File: src/rtl/gfsm_pkg.sv
// Types and constants shared by the guarded state machine manager.
`timescale 1ns / 1ps
package gfsm_pkg;

	localparam int IDX_W   = 4;
	localparam int SLOTS   = 16;
	localparam int CNT_W   = 5;
	localparam int CFG_A_W = 3;
	localparam int CFG_D_W = 64;

	typedef enum logic [1:0] {
		OP_ACTIVATE = 2'd0,
		OP_REQUEST  = 2'd1,
		OP_RESTART  = 2'd2
	} gfsm_op_t;

	typedef enum logic [2:0] {
		EV_NONE            = 3'd0,
		EV_TRANSITION      = 3'd1,
		EV_ALL_DISABLED    = 3'd2,
		EV_TARGET_DISABLED = 3'd3,
		EV_EXIT_REFUSED    = 3'd4,
		EV_ENTRY_REFUSED   = 3'd5,
		EV_ILLEGAL         = 3'd6,
		EV_NOT_STARTED     = 3'd7
	} gfsm_event_t;

	localparam logic [CFG_A_W-1:0] CFG_STATE_COUNT   = 3'd0;
	localparam logic [CFG_A_W-1:0] CFG_GLOBAL_ENABLE = 3'd1;
	localparam logic [CFG_A_W-1:0] CFG_TARGET_ENABLE = 3'd2;
	localparam logic [CFG_A_W-1:0] CFG_SUCC_TABLE    = 3'd3;
	localparam logic [CFG_A_W-1:0] CFG_SUCC_PRESENT  = 3'd4;

	typedef struct packed {
		gfsm_op_t           operation;
		logic [IDX_W-1:0]   target_state;
		logic               current_finished;
		logic               current_exit_ok;
		logic [SLOTS-1:0]   entry_ok_mask;
	} gfsm_item_t;

	typedef struct packed {
		logic [IDX_W-1:0]   present_state;
		logic               started;
		logic               pending_valid;
		logic [IDX_W-1:0]   pending_target;
	} gfsm_ctx_t;

	typedef struct packed {
		logic               global_enable;
		logic [SLOTS-1:0]   target_enable_mask;
		logic [CFG_D_W-1:0] successor_table;
		logic [SLOTS-1:0]   successor_present_mask;
	} gfsm_cfg_t;

	typedef struct packed {
		logic [IDX_W-1:0]   current_index;
		gfsm_event_t        event_code;
		logic               exit_pulse;
		logic               init_pulse;
		logic               continue_pulse;
		logic               request_pending;
	} gfsm_result_t;

endpackage

File: src/rtl/gfsm_step.sv
// Decision logic for one item: guard checks, next context and result.
`timescale 1ns / 1ps
module gfsm_step import gfsm_pkg::*; (
	input  gfsm_item_t       item,
	input  gfsm_ctx_t        ctx,
	input  gfsm_cfg_t        cfg,
	input  logic [CNT_W-1:0] n_used,
	output gfsm_ctx_t        ctx_next,
	output gfsm_result_t     result,
	output logic             restart
);

	logic             try_en;
	logic [IDX_W-1:0] try_tgt;
	gfsm_event_t      try_ev;
	logic [IDX_W-1:0] succ;
	gfsm_event_t      ev;
	logic             exit_p;
	logic             init_p;
	logic             cont_p;

	assign succ = cfg.successor_table[ctx.present_state*IDX_W +: IDX_W];

	// Guard checks in priority order; the first failure names the event
	always_comb begin
		if ({1'b0, try_tgt} >= n_used) begin
			try_ev = EV_ILLEGAL;
		end else if (!cfg.global_enable) begin
			try_ev = EV_ALL_DISABLED;
		end else if (!cfg.target_enable_mask[try_tgt]) begin
			try_ev = EV_TARGET_DISABLED;
		end else if (!item.current_exit_ok) begin
			try_ev = EV_EXIT_REFUSED;
		end else if (!item.entry_ok_mask[try_tgt]) begin
			try_ev = EV_ENTRY_REFUSED;
		end else begin
			try_ev = EV_TRANSITION;
		end
	end

	always_comb begin
		try_en   = 1'b0;
		try_tgt  = ctx.pending_target;
		ctx_next = ctx;
		ev       = EV_NONE;
		exit_p   = 1'b0;
		init_p   = 1'b0;
		cont_p   = 1'b0;
		restart  = 1'b0;
		unique case (item.operation)
			OP_RESTART: begin
				exit_p                 = ctx.started;
				init_p                 = 1'b1;
				restart                = 1'b1;
				ctx_next.present_state = '0;
				ctx_next.started       = 1'b1;
			end
			OP_REQUEST: begin
				if (!ctx.started) begin
					ev = EV_NOT_STARTED;
				end else if ({1'b0, item.target_state} >= n_used) begin
					ev = EV_ILLEGAL;
				end else begin
					ctx_next.pending_target = item.target_state;
					ctx_next.pending_valid  = 1'b1;
				end
			end
			OP_ACTIVATE: begin
				if (!ctx.started) begin
					ev = EV_NOT_STARTED;
				end else begin
					cont_p = 1'b1;
					if (ctx.pending_valid) begin
						try_en                 = 1'b1;
						ctx_next.pending_valid = 1'b0;
					end else if (item.current_finished &&
						     cfg.successor_present_mask[ctx.present_state]) begin
						try_en  = 1'b1;
						try_tgt = succ;
					end
					if (try_en) begin
						ev = try_ev;
						if (try_ev == EV_TRANSITION) begin
							exit_p                 = 1'b1;
							init_p                 = 1'b1;
							ctx_next.present_state = try_tgt;
						end
					end
				end
			end
			default: begin
			end
		endcase
	end

	assign result.current_index   = ctx_next.present_state;
	assign result.event_code      = ev;
	assign result.exit_pulse      = exit_p;
	assign result.init_pulse      = init_p;
	assign result.continue_pulse  = cont_p;
	assign result.request_pending = ctx_next.pending_valid;

endmodule

File: src/rtl/guarded_fsm_transition_manager_top.sv
// Top level of the guarded state machine manager: channels, registers, state.
//
// Usage:
//   Items enter on the s_ channel: s_tuser carries the operation (activate,
//   request, restart), s_tdata the target, the state flags and the entry mask.
//   Every item gives exactly one result on the m_ channel, in order.
//   Settings are written through cfg_we/cfg_addr/cfg_wdata while no item is in
//   flight; a write takes effect at the same clock edge.
//   An accepted item is held in the input register until its result is loaded
//   into the result register behind m_tvalid. Throughput: one item per cycle
//   unless the receiver stalls; the decision is one pass through the guard
//   checks and the successor table mux between the input and result registers.
//   When the receiver stalls the result register holds, the input register
//   takes one more item, and s_tready falls only when both are full.
//   Reset (arst_n low) empties both registers, clears the current state,
//   the started flag and any pending request, and loads the default settings.
//   Before the first restart item, activate and request items report
//   "not started" and change nothing.
`timescale 1ns / 1ps
module guarded_fsm_transition_manager_top import gfsm_pkg::*; #(
	parameter int MAX_STATES = 16
) (
	input  logic               clk,
	input  logic               arst_n,
	input  logic               s_tvalid,
	output logic               s_tready,
	// [3:0] target_state, [4] current_finished, [5] current_exit_ok,
	// [21:6] entry_ok_mask, [23:22] zero
	input  logic [23:0]        s_tdata,
	// [1:0] operation
	input  logic [1:0]         s_tuser,
	output logic               m_tvalid,
	input  logic               m_tready,
	// [3:0] current_index, [6:4] event_code, [7] exit_pulse, [8] init_pulse,
	// [9] continue_pulse, [10] request_pending, [15:11] zero
	output logic [15:0]        m_tdata,
	input  logic               cfg_we,
	input  logic [CFG_A_W-1:0] cfg_addr,
	input  logic [CFG_D_W-1:0] cfg_wdata
);

	localparam logic [CNT_W-1:0] MAX_N = CNT_W'(MAX_STATES);

	gfsm_item_t       item_s1;
	logic             valid_s1;
	gfsm_result_t     res_s2;
	logic             valid_s2;
	gfsm_ctx_t        ctx_q;
	gfsm_cfg_t        cfg_q;
	logic [CNT_W-1:0] count_q;

	logic             advance;
	logic [CNT_W-1:0] n_used;
	logic [SLOTS-1:0] in_use;
	gfsm_ctx_t        ctx_next;
	gfsm_result_t     result;
	logic             restart;

	assign advance  = valid_s1 && (!valid_s2 || m_tready);
	assign s_tready = !valid_s1 || advance;

	assign n_used = (count_q == '0)   ? CNT_W'(1) :
			(count_q > MAX_N) ? MAX_N : count_q;

	always_comb begin
		for (int i = 0; i < SLOTS; i++) begin
			in_use[i] = CNT_W'(i) < n_used;
		end
	end

	gfsm_step u_step (
		.item     (item_s1),
		.ctx      (ctx_q),
		.cfg      (cfg_q),
		.n_used   (n_used),
		.ctx_next (ctx_next),
		.result   (result),
		.restart  (restart)
	);

	// Input register
	always_ff @(posedge clk or negedge arst_n) begin
		if (!arst_n) begin
			valid_s1 <= 1'b0;
		end else if (s_tready) begin
			valid_s1 <= s_tvalid;
		end
	end

	always_ff @(posedge clk) begin
		if (s_tvalid && s_tready) begin
			item_s1.operation        <= gfsm_op_t'(s_tuser);
			item_s1.target_state     <= s_tdata[3:0];
			item_s1.current_finished <= s_tdata[4];
			item_s1.current_exit_ok  <= s_tdata[5];
			item_s1.entry_ok_mask    <= s_tdata[21:6];
		end
	end

	// Result register: hold while the receiver stalls
	always_ff @(posedge clk or negedge arst_n) begin
		if (!arst_n) begin
			valid_s2 <= 1'b0;
		end else if (advance) begin
			valid_s2 <= 1'b1;
		end else if (m_tready) begin
			valid_s2 <= 1'b0;
		end
	end

	always_ff @(posedge clk) begin
		if (advance) begin
			res_s2 <= result;
		end
	end

	always_ff @(posedge clk or negedge arst_n) begin
		if (!arst_n) begin
			ctx_q <= '0;
		end else if (advance) begin
			ctx_q <= ctx_next;
		end
	end

	// Settings; a write wins over a restart, which otherwise re-enables everything in use
	always_ff @(posedge clk or negedge arst_n) begin
		if (!arst_n) begin
			count_q                      <= CNT_W'(1);
			cfg_q.global_enable          <= 1'b1;
			cfg_q.target_enable_mask     <= '1;
			cfg_q.successor_table        <= '0;
			cfg_q.successor_present_mask <= '0;
		end else if (cfg_we) begin
			unique case (cfg_addr)
				CFG_STATE_COUNT:   count_q <= cfg_wdata[CNT_W-1:0];
				CFG_GLOBAL_ENABLE: cfg_q.global_enable <= cfg_wdata[0];
				CFG_TARGET_ENABLE: cfg_q.target_enable_mask <= cfg_wdata[SLOTS-1:0];
				CFG_SUCC_TABLE:    cfg_q.successor_table <= cfg_wdata;
				CFG_SUCC_PRESENT:  cfg_q.successor_present_mask <= cfg_wdata[SLOTS-1:0];
				default: begin
				end
			endcase
		end else if (advance && restart) begin
			cfg_q.global_enable      <= 1'b1;
			cfg_q.target_enable_mask <= cfg_q.target_enable_mask | in_use;
		end
	end

	assign m_tvalid = valid_s2;
	assign m_tdata  = {5'b0, res_s2.request_pending, res_s2.continue_pulse,
			   res_s2.init_pulse, res_s2.exit_pulse, res_s2.event_code,
			   res_s2.current_index};

	a_transition_pulses: assert property (@(posedge clk) disable iff (!arst_n)
		(valid_s2 && res_s2.event_code == EV_TRANSITION) |->
		(res_s2.exit_pulse && res_s2.init_pulse))
		else $error("transition result without exit and init pulses");

	a_empty_output_accepts: assert property (@(posedge clk) disable iff (!arst_n)
		!valid_s2 |-> s_tready)
		else $error("input blocked while the result register is empty");

	a_restart_state: assert property (@(posedge clk) disable iff (!arst_n)
		(advance && item_s1.operation == OP_RESTART) |=>
		(ctx_q.started && ctx_q.present_state == '0))
		else $error("restart did not make state zero current");

	a_pending_source: assert property (@(posedge clk) disable iff (!arst_n)
		$rose(ctx_q.pending_valid) |->
		$past(advance && item_s1.operation == OP_REQUEST))
		else $error("pending request appeared without a request item");

endmodule
File: config.mk
export PLATFORM = sky130hd
export DESIGN_NAME = guarded_fsm_transition_manager_top
export DESIGN_NICKNAME = d
export VERILOG_FILES = /design/src/rtl/gfsm_pkg.sv /design/src/rtl/gfsm_step.sv /design/src/rtl/guarded_fsm_transition_manager_top.sv
export SDC_FILE = /design/constraint.sdc
export NUM_CORES = 1
export LEC_CHECK = 0
export BUFFER_PORTS_ARGS = -buffer_cell sky130_fd_sc_hd__buf_2
export CAP_MARGIN = 5
export CORE_ASPECT_RATIO = 1.2
export CORE_MARGIN = 2
export CORE_UTILIZATION = 31
export CTS_BUF_LIST = sky130_fd_sc_hd__clkbuf_16
export CTS_CLUSTER_SIZE = 40
export DETAILED_ROUTE_END_ITERATION = 6
export GPL_ROUTABILITY_DRIVEN = 0
export GPL_TIMING_DRIVEN = 1
export PLACE_DENSITY = 0.5
export SETUP_SLACK_MARGIN = 0.3
export SYNTH_ARGS = -nofsm -noshare
export SYNTH_HDL_FRONTEND = slang
export SYNTH_SLANG_ARGS = --single-unit
export TNS_END_PERCENT = 5
File: constraint.sdc
create_clock -name clk -period 5.9 [get_ports clk]
set_input_delay 0.295 -clock clk [delete_from_list [all_inputs] [get_ports clk]]
set_output_delay 0.295 -clock clk [all_outputs]
set_load 0.02 [all_outputs]
# Word-level counts from Yosys, hierarchy flattened
# Cells that the tools add are included.
[word_totals]
ff_bits = 149
inputBits = 98
output_inout_bits = 18
elab_cells = 122
[classes]
n_lt_le_gt_ge = 21
n_eq_ne = 9
n_shift = 1
n_mux = 47
bitwise = 2
reduce_logical = 20
[ops]
columns = ["op", "n"]
rows = [
  ["64-bit by 7-bit indexed part select with 4-bit output", 1],
  ["4-bit by 5-bit less-than comparator with 1-bit output, first input constant", 8],
  ["17-bit 2-to-1 mux", 2],
  ["4-bit 2-to-1 mux", 7],
  ["3-bit 2-to-1 mux", 9],
  ["3-bit by 5-bit less-than comparator with 1-bit output, first input constant", 4],
  ["5-bit 2-to-1 mux", 4],
  ["1-bit 2-to-1 mux", 16],
  ["16-bit 2-to-1 mux", 1],
  ["16-bit OR", 1],
  ["1-bit binary-select mux with 4-bit select", 3],
  ["2-bit AND reduction", 6],
  ["4-bit by 5-bit >= comparator with 1-bit output", 2],
  ["1-bit by 5-bit less-than comparator with 1-bit output, first input constant", 2],
  ["2-bit by 5-bit less-than comparator with 1-bit output, first input constant", 2],
  ["4-bit by 5-bit less-than comparator with 1-bit output, second input constant", 2],
  ["4-bit case mux with 2 select lines", 1],
  ["3-bit by 1-bit == test with 1-bit output, second input constant", 2],
  ["3-bit by 2-bit == test with 1-bit output, second input constant", 2],
  ["1-bit case mux with 2 select lines", 3],
  ["3-bit case mux with 2 select lines", 1],
  ["5-bit > comparator, second input constant", 1],
  ["5-bit logical NOT", 1],
  ["1-bit logical AND", 4],
  ["other kinds (11)", 15],
]

# Depth between registers and ports, before layout
# Gate-level depths: netlist of run 1.
[logic_depth]
word_depth = 19
ltp_mapped = 20
depth_no_buf = 16

# Hierarchy
# A second synthesis of run 1 with hierarchy kept.
[hier_totals]
hier_cells = 528
hier_area_um2 = 7327.0
[by_module_without_submodules]
columns = ["mod", "instances", "cells_each", "area_per_inst_um2", "seq_area_each_um2"]
rows = [
  ["guarded_fsm_transition_manager_top", 1, 352, 5695.5, 3926.3],
  ["gfsm_step", 1, 176, 1631.6, 0.0],
]

# Worst setup path before layout of run 1
# Ideal clock, no wire load.
[synth_path]
path_type = "register to register"
startpoint = "reg ctx_q[6] (netlist name)"
endpoint = "reg res_s2 (netlist bit m_tdata[0]), data pin"
setup_time_ps = 256
arrival_ps = 3924
required_time_ps = 5644
path_slack_ps = 1720
path_stages_with_launch = 17
path_buffers = 3
synth_period_minus_slack_ps = 4180
path_cell_list = "dfrtp_1 -> buf_6 -> buf_12 -> buf_12 -> mux4_2 -> mux4_2 -> mux2i_1 -> inv_1 -> ha_1 -> a21o_1 -> a21o_1 -> a21oi_1 -> nor2_1 -> and2b_1 -> nand4_2 -> or2_2 -> a31o_2"
[synth_rtl]
columns = ["item", "line_no", "text"]
rows = [
  ["start: declaration", "guarded_fsm_transition_manager_top.sv:48", "gfsm_ctx_t ctx_q;"],
  ["start signal: assignment", "guarded_fsm_transition_manager_top.sv:121", "ctx_q <= ctx_next;"],
  ["end signal: assignment", "guarded_fsm_transition_manager_top.sv:113", "res_s2 <= result;"],
  ["end: declaration", "guarded_fsm_transition_manager_top.sv:46", "gfsm_result_t res_s2;"],
]

==> metrics.cfg, run 1 <==
[status]
outcome=completed

[logic_synthesis]
netlist.area_leader.share_pct=32.76
synth_cells=552
synthXorXnorAreaFrac_pct=0
synth_fa_ha_area_share_pct=1.365
avgSynthCellArea_um2=13.28
synth_flop_cell=dfrtp_1
synth_top_area_cell=dfrtp_1
yosysWarnings=0
async_reset_ff_share_pct=76.51
synth_edf_count=35
synth_area_leaders=dfrtp_1, edfxtp_1, mux2_2
synth_seq_cells=149
synth_compound_area_share_pct=8.618
seq_area_frac_synth_pct=53.55
muxShareOfSynthArea_pct=23.36
netlist_area_mm2=0.007332
synth_top_family_by_area=multiplexers
yosys.area_share.simple_pct=8.857
synth_common_cells=dfrtp_1, mux2_2, edfxtp_1
ys_types=60
yosys.cell_count.top_type=dfrtp_1

[setup_path]
cp_max_fo=13
crit_start=item_s1[22]$_DFFE_PP_
cp-start-kind=flop
path_class=reg2reg
cpMostUsedCell=a21o_1
cp.buffers_inverters=1
worstPathCellList=or3b_1 -> nor3b_2 -> nand3_2 -> nand2_1 -> mux2i_1 -> inv_1 -> ha_1 -> a21o_1 -> a21o_1 -> a21oi_1 -> nor2_1 -> and2b_1 -> nand4_2 -> or2_2 -> a31o_2
cp_top_family=simple AND/OR/NAND/NOR gates
cp.depth=15
cp_slowest_cell=edfxtp_1
r2r-start=item_s1[22]$_DFFE_PP_
worstPathRequired_ns=6.08
cp_slowest_stage_delay_ns=0.57
end_kind=flop
ff2ff_path_depth=15
cp.arrival_ns=4.96

[drt]
drt_wl_total_um=18040
drtIter0Drc=368
drc=0
wl_per_cell_um=18.34
drt-vias-per-instance=4.937
dr.pass1.iters=4
num_vias=4858
postRouteAntennaNets=0

[timing]
slew_headroom_pct=19.26
finalSetupViolCount=0
final.setup.worst_slack_ns=1.121
fmax_ghz=0.2093
hold_viol=0
hold_ws_ns=0.05155
clock_skew_ns=0.009192
timing.final.crit_share_pct=81.00
finalSetupTns_ns=0
finalCriticalPeriod_ns=4.779
tightest_slew_ns=1.205
slew_viol_final=0
grt_setup_unrepaired=no

[min_path]
holdCritStartpoint=s_tdata[14]
hp-class=in2reg
min_path_cells=1

[die]
pin_count=116
initial_core_util_pct=31.60
die_y_um=172.5
rows=61
die_area_mm2=0.02490
die_w_um=144.4
coreArea_mm2=0.02320

[cts]
path_clk_slew_ns=0.07
h-tree-depth=4
clk_latency_ns=0.42
numCtsBuffers=17
clockBufferDepth=2
cts.sink_count=149
cts_root_buffer=clkbuf_16
postCtsSetupBuffers=0
cts_tree=built

[global_route]
grt_pass1_wl_um=28230
overflow=0
grt_pass1_vias=5080
grt_max_degree=67
grt_usage_pct=15.13
antenna_found_initial=0

[layout]
n_antenna_cell=0
nFillCells=2284
final_cell_count_no_fill=984
num-nets-final=762
drive_gt1_share_pct=40.96
areaGrowthSynthToFinish_pct=19.13
design_area_mm2=0.008735
post-route-util_pct=37.65

[placement]
dp_hpwl_um=13160
placed_area_mm2=0.008084
port_buffers=108
numPlacedInstances=951
dp_slack_ns=1.128

[power]
power_per_cell_area_mw_per_mm2=387.1
vdd_ir_drop_max_mv=0.2107
power.total_mw=3.382
power_leakage_nw=3.643

[flow_run]
max_cap_viol_count=0

final timing paths:
| path | slack, ns | end |
|---|---|---|
| max in group asynchronous | 4.18 | cfg_q[2]$_DFFE_PN0P_ |
| worst max-delay path | 1.12 | m_tdata[3]$_DFFE_PP_ |
| worst min-delay path | 0.05 | item_s1[8]$_DFFE_PP_ |
| worst min register to register | 0.46 | cfg_q[80]$_DFFE_PN1P_ |
| min in group asynchronous | 0.44 | cfg_q[42]$_DFFE_PN0P_ |
| worst max register to register | 1.12 | m_tdata[3]$_DFFE_PP_ |
routing by layer:
layer,vias to the layer above,share of wire (%),track usage [%]
li1,2275,-,-
met3,15,4.5,3.434
met5,-,0,0
met1,2463,43,18.82
met2,105,51,25.72
met4,0,2.0,5.530
kinds of logic (layout without fill, tap and decap cells):
family / Yosys count / count (layout)
AOI/OAI and AO/OA: 90 / 90
adders and majority gates: 8 / 8
buffers and inverters: 48 / 161
DFF: 149 / 149
muxes: 131 / 131
other: 1 / 5
and+or+nand+nor: 125 / 125
worst reg2reg max path, delay by kind of cell (launching register included):
family / cells / cell delay (ns)
mux: 1 / 0.53
flops: 1 / 0.57
fa+ha+maj: 1 / 0.30
compound gates: 4 / 0.73
buf+inv: 1 / 0.09
simple gates: 8 / 2.30
cells in the final DEF (no fill, tap or decap), drive strengths merged, types with 6 or more instances in the layout:
| cell | Yosys | layout |
|---|---|---|
| mux2 | 89 | 89 |
| nand2 | 32 | 32 |
| ha | 8 | 8 |
| nand2b | 9 | 9 |
| o211ai | 6 | 6 |
| nor2b | 7 | 7 |
| nand3 | 26 | 26 |
| dfstp | 18 | 18 |
| buf | 11 | 114 |
| nor2 | 24 | 24 |
| o22a | 14 | 14 |
| a21oi | 20 | 20 |
| o21ai | 15 | 15 |
| dfrtp | 96 | 96 |
| mux2i | 24 | 24 |
| inv | 14 | 18 |
| clkbuf | 22 | 19 |
| mux4 | 18 | 18 |
| edfxtp | 35 | 35 |
power by group:
part / switching, mW / leakage [nW] / internal, mW
clock: 0.449 / 0.313 / 0.721
combinational: 0.408 / 1.65 / 0.383
sequential: 0.142 / 1.68 / 1.28
total: 0.999 / 3.64 / 2.38
final cells by class:
type	count	area, µm²	area share [%]
flip-flops and latches	149	3926	44.95
multi-input cells	359	3123	35.75
repair buffers	115	598.1	6.847
clock buffers	19	475.5	5.443
well taps	315	394.1	4.512
clock inverters	13	165.2	1.891
inverters	14	52.55	0.6016
sequential cells by signal (all words and copies together) (netlist names):
| signal | count |
|---|---|
| count_q | 5 |
| ctx_q | 10 |
| valid_s1 | 1 |
| cfg_q | 97 |
| item_s1 | 24 |
| m_tvalid | 1 |
| m_tdata | 11 |
timing repair:
item / 4_1_cts / 5_1_grt
hold buffers: 1 / 0
gates resized for setup: 0 / 0
endpoints found under the hold margin: 48 / 0
No activity file was read; power rests on OpenSTA's default activity.
==> inputs of run 2 (changes only) <==
--- a/config.mk
+++ b/config.mk
@@ -15,7 +15,7 @@
 export DETAILED_ROUTE_END_ITERATION = 6
 export GPL_ROUTABILITY_DRIVEN = 0
 export GPL_TIMING_DRIVEN = 1
-export PLACE_DENSITY = 0.5
+export PLACE_DENSITY = 0.52
 export SETUP_SLACK_MARGIN = 0.3
 export SYNTH_ARGS = -nofsm -noshare
 export SYNTH_HDL_FRONTEND = slang
==> constraint.sdc (replaced) <==
create_clock -name clk -period 3.83 [get_ports clk]
set_input_delay 0.1915 -clock clk [delete_from_list [all_inputs] [get_ports clk]]
set_output_delay 0.1915 -clock clk [all_outputs]
set_load 0.02 [all_outputs]
==> metrics.cfg, run 2 (synthesis results as in run 1) <==
[min_path]
hp-class=in2reg  ; unchanged

[placement]
placed_area_mm2=0.008457  ; was 0.008084 mm²
dp_hpwl_um=13900  ; was 13,160 µm
port_buffers=108  ; unchanged

[cts]
numCtsBuffers=17  ; unchanged
cts_root_buffer=clkbuf_16  ; unchanged
cts_tree=built  ; unchanged
clk_latency_ns=0.42  ; about the same
cts.sink_count=149  ; unchanged
path_clk_slew_ns=0.06  ; was 0.07 ns
clockBufferDepth=2  ; unchanged
h-tree-depth=4  ; unchanged

[power]
power_leakage_nw=4.192  ; was 3.643 nW
power.total_mw=5.438  ; was 3.382 mW
vdd_ir_drop_max_mv=0.2826  ; was 0.2107 mV
power_per_cell_area_mw_per_mm2=550.2  ; was 387.1 mW/mm²

[setup_path]
cp.arrival_ns=4.18  ; was 4.96 ns
end_kind=flop  ; unchanged
cp_slowest_cell=or4_4  ; was edfxtp_1
cp-start-kind=flop  ; unchanged
cp_top_family=simple AND/OR/NAND/NOR gates  ; unchanged
cp.buffers_inverters=5  ; was 1
worstPathRequired_ns=4.15  ; was 6.08 ns
worstPathCellList=buf_12 -> buf_16 -> buf_12 -> mux2i_1 -> a221oi_2 -> buf_4 -> and3_4 -> o21ai_2 -> o21ai_2 -> inv_1 -> ha_1 -> nand2b_4 -> a21o_1 -> a21o_1 -> a21oi_2 -> nor2_1 -> and2b_2 -> nand4_4 -> or4_4 -> o22ai_2  ; was or3b_1 -> nor3b_2 -> nand3_2 -> nand2_1 -> mux2i_1 -> inv_1 -> ha_1 -> a21o_1 -> a21o_1 -> a21oi_1 -> nor2_1 -> and2b_1 -> nand4_2 -> or2_2 -> a31o_2
path_class=reg2reg  ; unchanged
cp_slowest_stage_delay_ns=0.49  ; was 0.57 ns
cp_max_fo=6  ; was 13

[layout]
regMostFlops=cfg_q  ; unchanged
multi_input_area_mm2=0.003271  ; was 0.003123 mm²
largest_register_ffs=97  ; unchanged
design_area_mm2=0.009884  ; was 0.008735 mm²
drive_gt1_share_pct=44.46  ; was 40.96%
areaGrowthSynthToFinish_pct=34.81  ; was 19.13%
num-nets-final=870  ; was 762
post-route-util_pct=42.60  ; was 37.65%
final_cell_mix=buf_2, dfrtp_1, mux2_2  ; unchanged
n_antenna_cell=0  ; unchanged
final_common_cell=buf_2  ; unchanged
nFillCells=2204  ; was 2,284
seq_area_mm2=0.003929  ; was 0.003926 mm²

[die]
coreArea_mm2=0.02320  ; unchanged
rows=61  ; unchanged
die_w_um=144.4  ; unchanged
die_y_um=172.5  ; unchanged
die_area_mm2=0.02490  ; unchanged
initial_core_util_pct=31.60  ; unchanged
pin_count=116  ; unchanged

[drt]
postRouteAntennaNets=0  ; unchanged
drtIter0Drc=342  ; was 368
wl_per_cell_um=18.00  ; was 18.34 µm
drc=0  ; unchanged
num_vias=5327  ; was 4,858
dr.pass1.iters=4  ; unchanged
drt-vias-per-instance=4.883  ; was 4.937
drt_wl_total_um=19640  ; was 18,040 µm

[status]
outcome=complete, but fails checks  ; was completed
violations=setup timing

[timing]
finalSetupTns_ns=-0.05163  ; was 0 ns
slew_viol_final=0  ; unchanged
timing.final.crit_share_pct=100.7  ; was 81.00%
tightest_slew_ns=1.177  ; was 1.205 ns
hold_ws_ns=0.01487  ; was 0.05155 ns
clock_skew_ns=0.01111  ; was 0.009192 ns
finalSetupViolCount=5  ; was 0
slew_headroom_pct=21.11  ; was 19.26%
finalCriticalPeriod_ns=3.857  ; was 4.779 ns
final.setup.worst_slack_ns=-0.02738  ; was 1.121 ns
hold_viol=0  ; unchanged
grt_setup_unrepaired=yes  ; was no
fmax_ghz=0.2592  ; was 0.2093 GHz

[global_route]
grt_max_degree=45  ; was 67
grt_pass1_wl_um=30480  ; was 28,230 µm
antenna_found_initial=0  ; unchanged
grt_usage_pct=16.29  ; was 15.13%
overflow=0  ; unchanged
grt_pass1_vias=5627  ; was 5,080

[flow_run]
max_cap_viol_count=0  ; unchanged

-- run 2: power by group --
group | switching (mW) | internal, mW
Sequential | 0.217 | 1.97
Clock | 0.661 | 1.03
Combinational | 0.753 | 0.804
-- run 2: worst paths after layout --
kind / slack, ns / cells past startpoint / end / startpoint
max in group asynchronous: 2.57 / 3 / cfg_q[94]$_DFFE_PN1P_ / arst_n
hold / removal: 0.01 / 2 / cfg_q[71]$_DFFE_PN0P_ / cfg_wdata[55]
hold reg to reg: 0.46 / 2 / cfg_q[80]$_DFFE_PN1P_ / cfg_q[80]$_DFFE_PN1P_
min in group asynchronous: 0.32 / 2 / cfg_q[34]$_DFFE_PN0P_ / arst_n
setup / recovery: -0.03 / 20 / ctx_q[6]$_DFFE_PN0P_ / ctx_q[6]$_DFFE_PN0P_
setup reg to reg: -0.03 / 20 / ctx_q[6]$_DFFE_PN0P_ / ctx_q[6]$_DFFE_PN0P_
-- run 2: metrics by stage --
stage | worst slack, ns | std cells
after floorplan | -0.05282 | 556
after global placement | -0.04852 | 994
after detailed placement | -0.1490 | 994
after CTS | -0.01214 | 1086
after global routing | -0.2186 | 1091
final | -0.02738 | 1091
-- run 2: layout make-up --
cell class | count | share of cell area, %
Multi-Input combinational cell | 359 | 33.09
Tap cell | 315 | 3.987
Clock buffer | 19 | 4.810
Inverter | 14 | 0.5316
Clock inverter | 12 | 1.291
Sequential cell | 149 | 39.75
Timing Repair Buffer | 223 | 16.54
-- run 2: what timing repair did --
item / in CTS / in global routing
endpoints found under the setup margin: 10 / 13
gates resized for setup: 25 / 6
hold endpoints to repair: 92 / 4
setup buffers: 4 / 1
hold buffers: 55 / 4
gates cloned: 2 / 0
pin swaps: 4 / 3
-- run 2: metal layers --
layer  vias to the layer above  track usage, %  part of all wire (%)
li1                       2485               -                     -
met5                         -               0                     0
met1                      2657           19.77                    43
met4                         0           6.205                   2.8
met2                       150           28.15                    51
met3                        35           3.683                   3.7
==> inputs of run 3 (changes only) <==
==> constraint.sdc (replaced) <==
create_clock -name clk -period 3.5 [get_ports clk]
set_input_delay 0.7 -clock clk [delete_from_list [all_inputs] [get_ports clk]]
set_output_delay 0.7 -clock clk [all_outputs]
set_load 0.02 [all_outputs]
==> metrics.cfg, run 3 (synthesis results as in run 1) <==
[layout]
regMostFlops=cfg_q  ; unchanged
drive_gt1_share_pct=48.97  ; was 44.46%
areaGrowthSynthToFinish_pct=27.12  ; was 34.81%
final_common_cell=buf_2  ; unchanged
final_cell_count_no_fill=1046  ; was 1,091
n_antenna_cell=0  ; unchanged
final_cell_mix=buf_2, dfrtp_1, mux2_2  ; unchanged
num-nets-final=824  ; was 870
post-route-util_pct=40.17  ; was 42.60%
largest_register_ffs=97  ; unchanged

[cts]
clockBufferDepth=2  ; unchanged
cts_root_buffer=clkbuf_16  ; unchanged
numCtsBuffers=17  ; unchanged
cts_hold_buf=0  ; was 55
cts_tree=built  ; unchanged
path_clk_slew_ns=0.06  ; about the same
cts.sink_count=149  ; unchanged
clk_latency_ns=0.43  ; was 0.42 ns
h-tree-depth=4  ; unchanged

[global_route]
antenna_found_initial=0  ; unchanged
grt_pass1_vias=5503  ; was 5,627
grt_usage_pct=15.68  ; was 16.29%
globalRouteMet1Util_pct=18.64  ; was 19.77%
overflow=0  ; unchanged
grtUsageMet3_pct=3.739  ; was 3.683%
grt_pass1_wl_um=29470  ; was 30,480 µm
grt_max_degree=92  ; was 45
grt.busiest_layer=met2  ; unchanged
met2_usage_pct=27.71  ; was 28.15%

[placement]
dp_hpwl_um=14000  ; was 13,900 µm
numPlacedInstances=1007  ; was 994
dp_slack_ns=-0.5773  ; was -0.1490 ns
port_buffers=108  ; unchanged

[die]
die_area_mm2=0.02490  ; unchanged
die_w_um=144.4  ; unchanged
initial_core_util_pct=31.60  ; unchanged
die_y_um=172.5  ; unchanged
coreArea_mm2=0.02320  ; unchanged
pin_count=116  ; unchanged
rows=61  ; unchanged

[drt]
postRouteAntennaNets=0  ; unchanged
num_vias=5130  ; was 5,327
drt_wl_total_um=18880  ; was 19,640 µm
drc=0  ; unchanged
drtIter0Drc=290  ; was 342
dr.pass1.iters=4  ; unchanged
wl_per_cell_um=18.05  ; was 18.00 µm
drt-vias-per-instance=4.904  ; was 4.883

[timing]
grt_setup_unrepaired=yes  ; unchanged
final.setup.worst_slack_ns=-0.3336  ; was -0.02738 ns
finalCriticalPeriod_ns=3.834  ; was 3.857 ns
slew_viol_final=0  ; unchanged
slew_headroom_pct=45.21  ; was 21.11%
tightest_slew_ns=0.8201  ; was 1.177 ns
finalSetupTns_ns=-2.909  ; was -0.05163 ns
timing.final.crit_share_pct=109.5  ; was 100.7%
hold_ws_ns=0.1795  ; was 0.01487 ns
clock_skew_ns=0.007515  ; was 0.01111 ns
hold_viol=0  ; unchanged
finalSetupViolCount=11  ; was 5
fmax_ghz=0.2609  ; was 0.2592 GHz

[setup_path]
cp-start-kind=flop  ; unchanged
cp_top_family=multiplexers  ; was simple AND/OR/NAND/NOR gates
end_kind=flop  ; unchanged
worstPathCellList=buf_12 -> buf_16 -> mux4_2 -> mux4_2 -> mux2i_4 -> inv_1 -> ha_1 -> a21o_1 -> a21o_1 -> a21oi_2 -> nor2_1 -> and2b_2 -> nand4_4 -> buf_6 -> nor4_4 -> buf_4 -> o22ai_1  ; was buf_12 -> buf_16 -> buf_12 -> mux2i_1 -> a221oi_2 -> buf_4 -> and3_4 -> o21ai_2 -> o21ai_2 -> inv_1 -> ha_1 -> nand2b_4 -> a21o_1 -> a21o_1 -> a21oi_2 -> nor2_1 -> and2b_2 -> nand4_4 -> or4_4 -> o22ai_2
cp_slowest_cell=mux4_2  ; was or4_4
cp_max_fo=7  ; was 6
cp_slowest_stage_delay_ns=0.54  ; was 0.49 ns
path_class=reg2reg  ; unchanged
cp.arrival_ns=4.12  ; was 4.18 ns
cp.buffers_inverters=5  ; unchanged
worstPathRequired_ns=3.79  ; was 4.15 ns

[power]
power_per_cell_area_mw_per_mm2=620.2  ; was 550.2 mW/mm²
vdd_ir_drop_max_mv=0.3409  ; was 0.2826 mV
power_leakage_nw=3.961  ; was 4.192 nW

[status]
outcome=complete, but fails checks  ; unchanged
violations=setup timing  ; unchanged

[flow_run]
max_cap_viol_count=0  ; unchanged

[min_path]
hp-class=in2async  ; was in2reg

-- run 3: cell types whose count changed in the layout (fill, tap and decap cells not counted), sizes merged --
cell,delta
buf,+13
bufinv,-2
clkbuf,-1
clkinv,-3
clkinvlp,+1
dlygate4sd3,-59
inv,+6
-- run 3: what timing repair did --
item,in CTS,in global routing
endpoints found under the setup margin,13,13
hold endpoints to repair,0,0
buffers inserted,6,0
gates cloned,1,0
gates resized for setup,20,6
pin swaps,10,7
-- run 3: worst reg2reg max path, delay by kind of cell (launching register included) --
family | cells | cell delay [ns]
compound gates | 4 | 0.51
buf+inv | 5 | 0.65
fa+ha+maj | 1 | 0.27
simple gates | 4 | 0.62
flops | 1 | 0.42
mux | 3 | 1.22
-- run 3: through the flow --
stage | cell area [µm²] | total power [mW]
5_1_grt | 9320 | 6.091
2_1_floorplan | 7372 | 3.399
6_report | 9320 | 5.780
3_3_place_gp | 8592 | 3.935
3_5_place_dp | 8592 | 4.003
4_1_cts | 9295 | 5.832
-- run 3: layout make-up --
class,count,area [µm²]
clock buffers,18,450.4
clock inverters,14,96.34
fillers,2243,13880
inverters,14,52.55
multi-input cells,359,3239
flip-flops and latches,149,3928
well taps,315,394.1
repair buffers,177,1160
-- run 3: routing by layer --
layer  vias up  wire (µm)
met5         -          0
met4         0        403
met3        25        885
met2       135       9749
met1      2572       7844
li1       2398          -
-- run 3: path summary, 6_finish.rpt --
check	slack (ns)	endpoint	start	cells past startpoint
setup / recovery	-0.33	ctx_q[8]$_DFFE_PN0P_	ctx_q[6]$_DFFE_PN0P_	17
setup reg to reg	-0.33	ctx_q[8]$_DFFE_PN0P_	ctx_q[6]$_DFFE_PN0P_	17
max in group asynchronous	2.52	ctx_q[6]$_DFFE_PN0P_	arst_n	2
min in group clk	0.45	item_s1[18]$_DFFE_PP_	s_tdata[0]	1
hold / removal	0.18	cfg_q[3]$_DFFE_PN0P_	arst_n	1
hold reg to reg	0.46	cfg_q[80]$_DFFE_PN1P_	cfg_q[80]$_DFFE_PN1P_	2
-- run 3: power by group --
group          internal [mW]  total, mW  switching, mW
clock                  0.952       1.71          0.757
sequential              2.16       2.37          0.208
combinational          0.879       1.71          0.827
total                   3.99       5.78           1.79
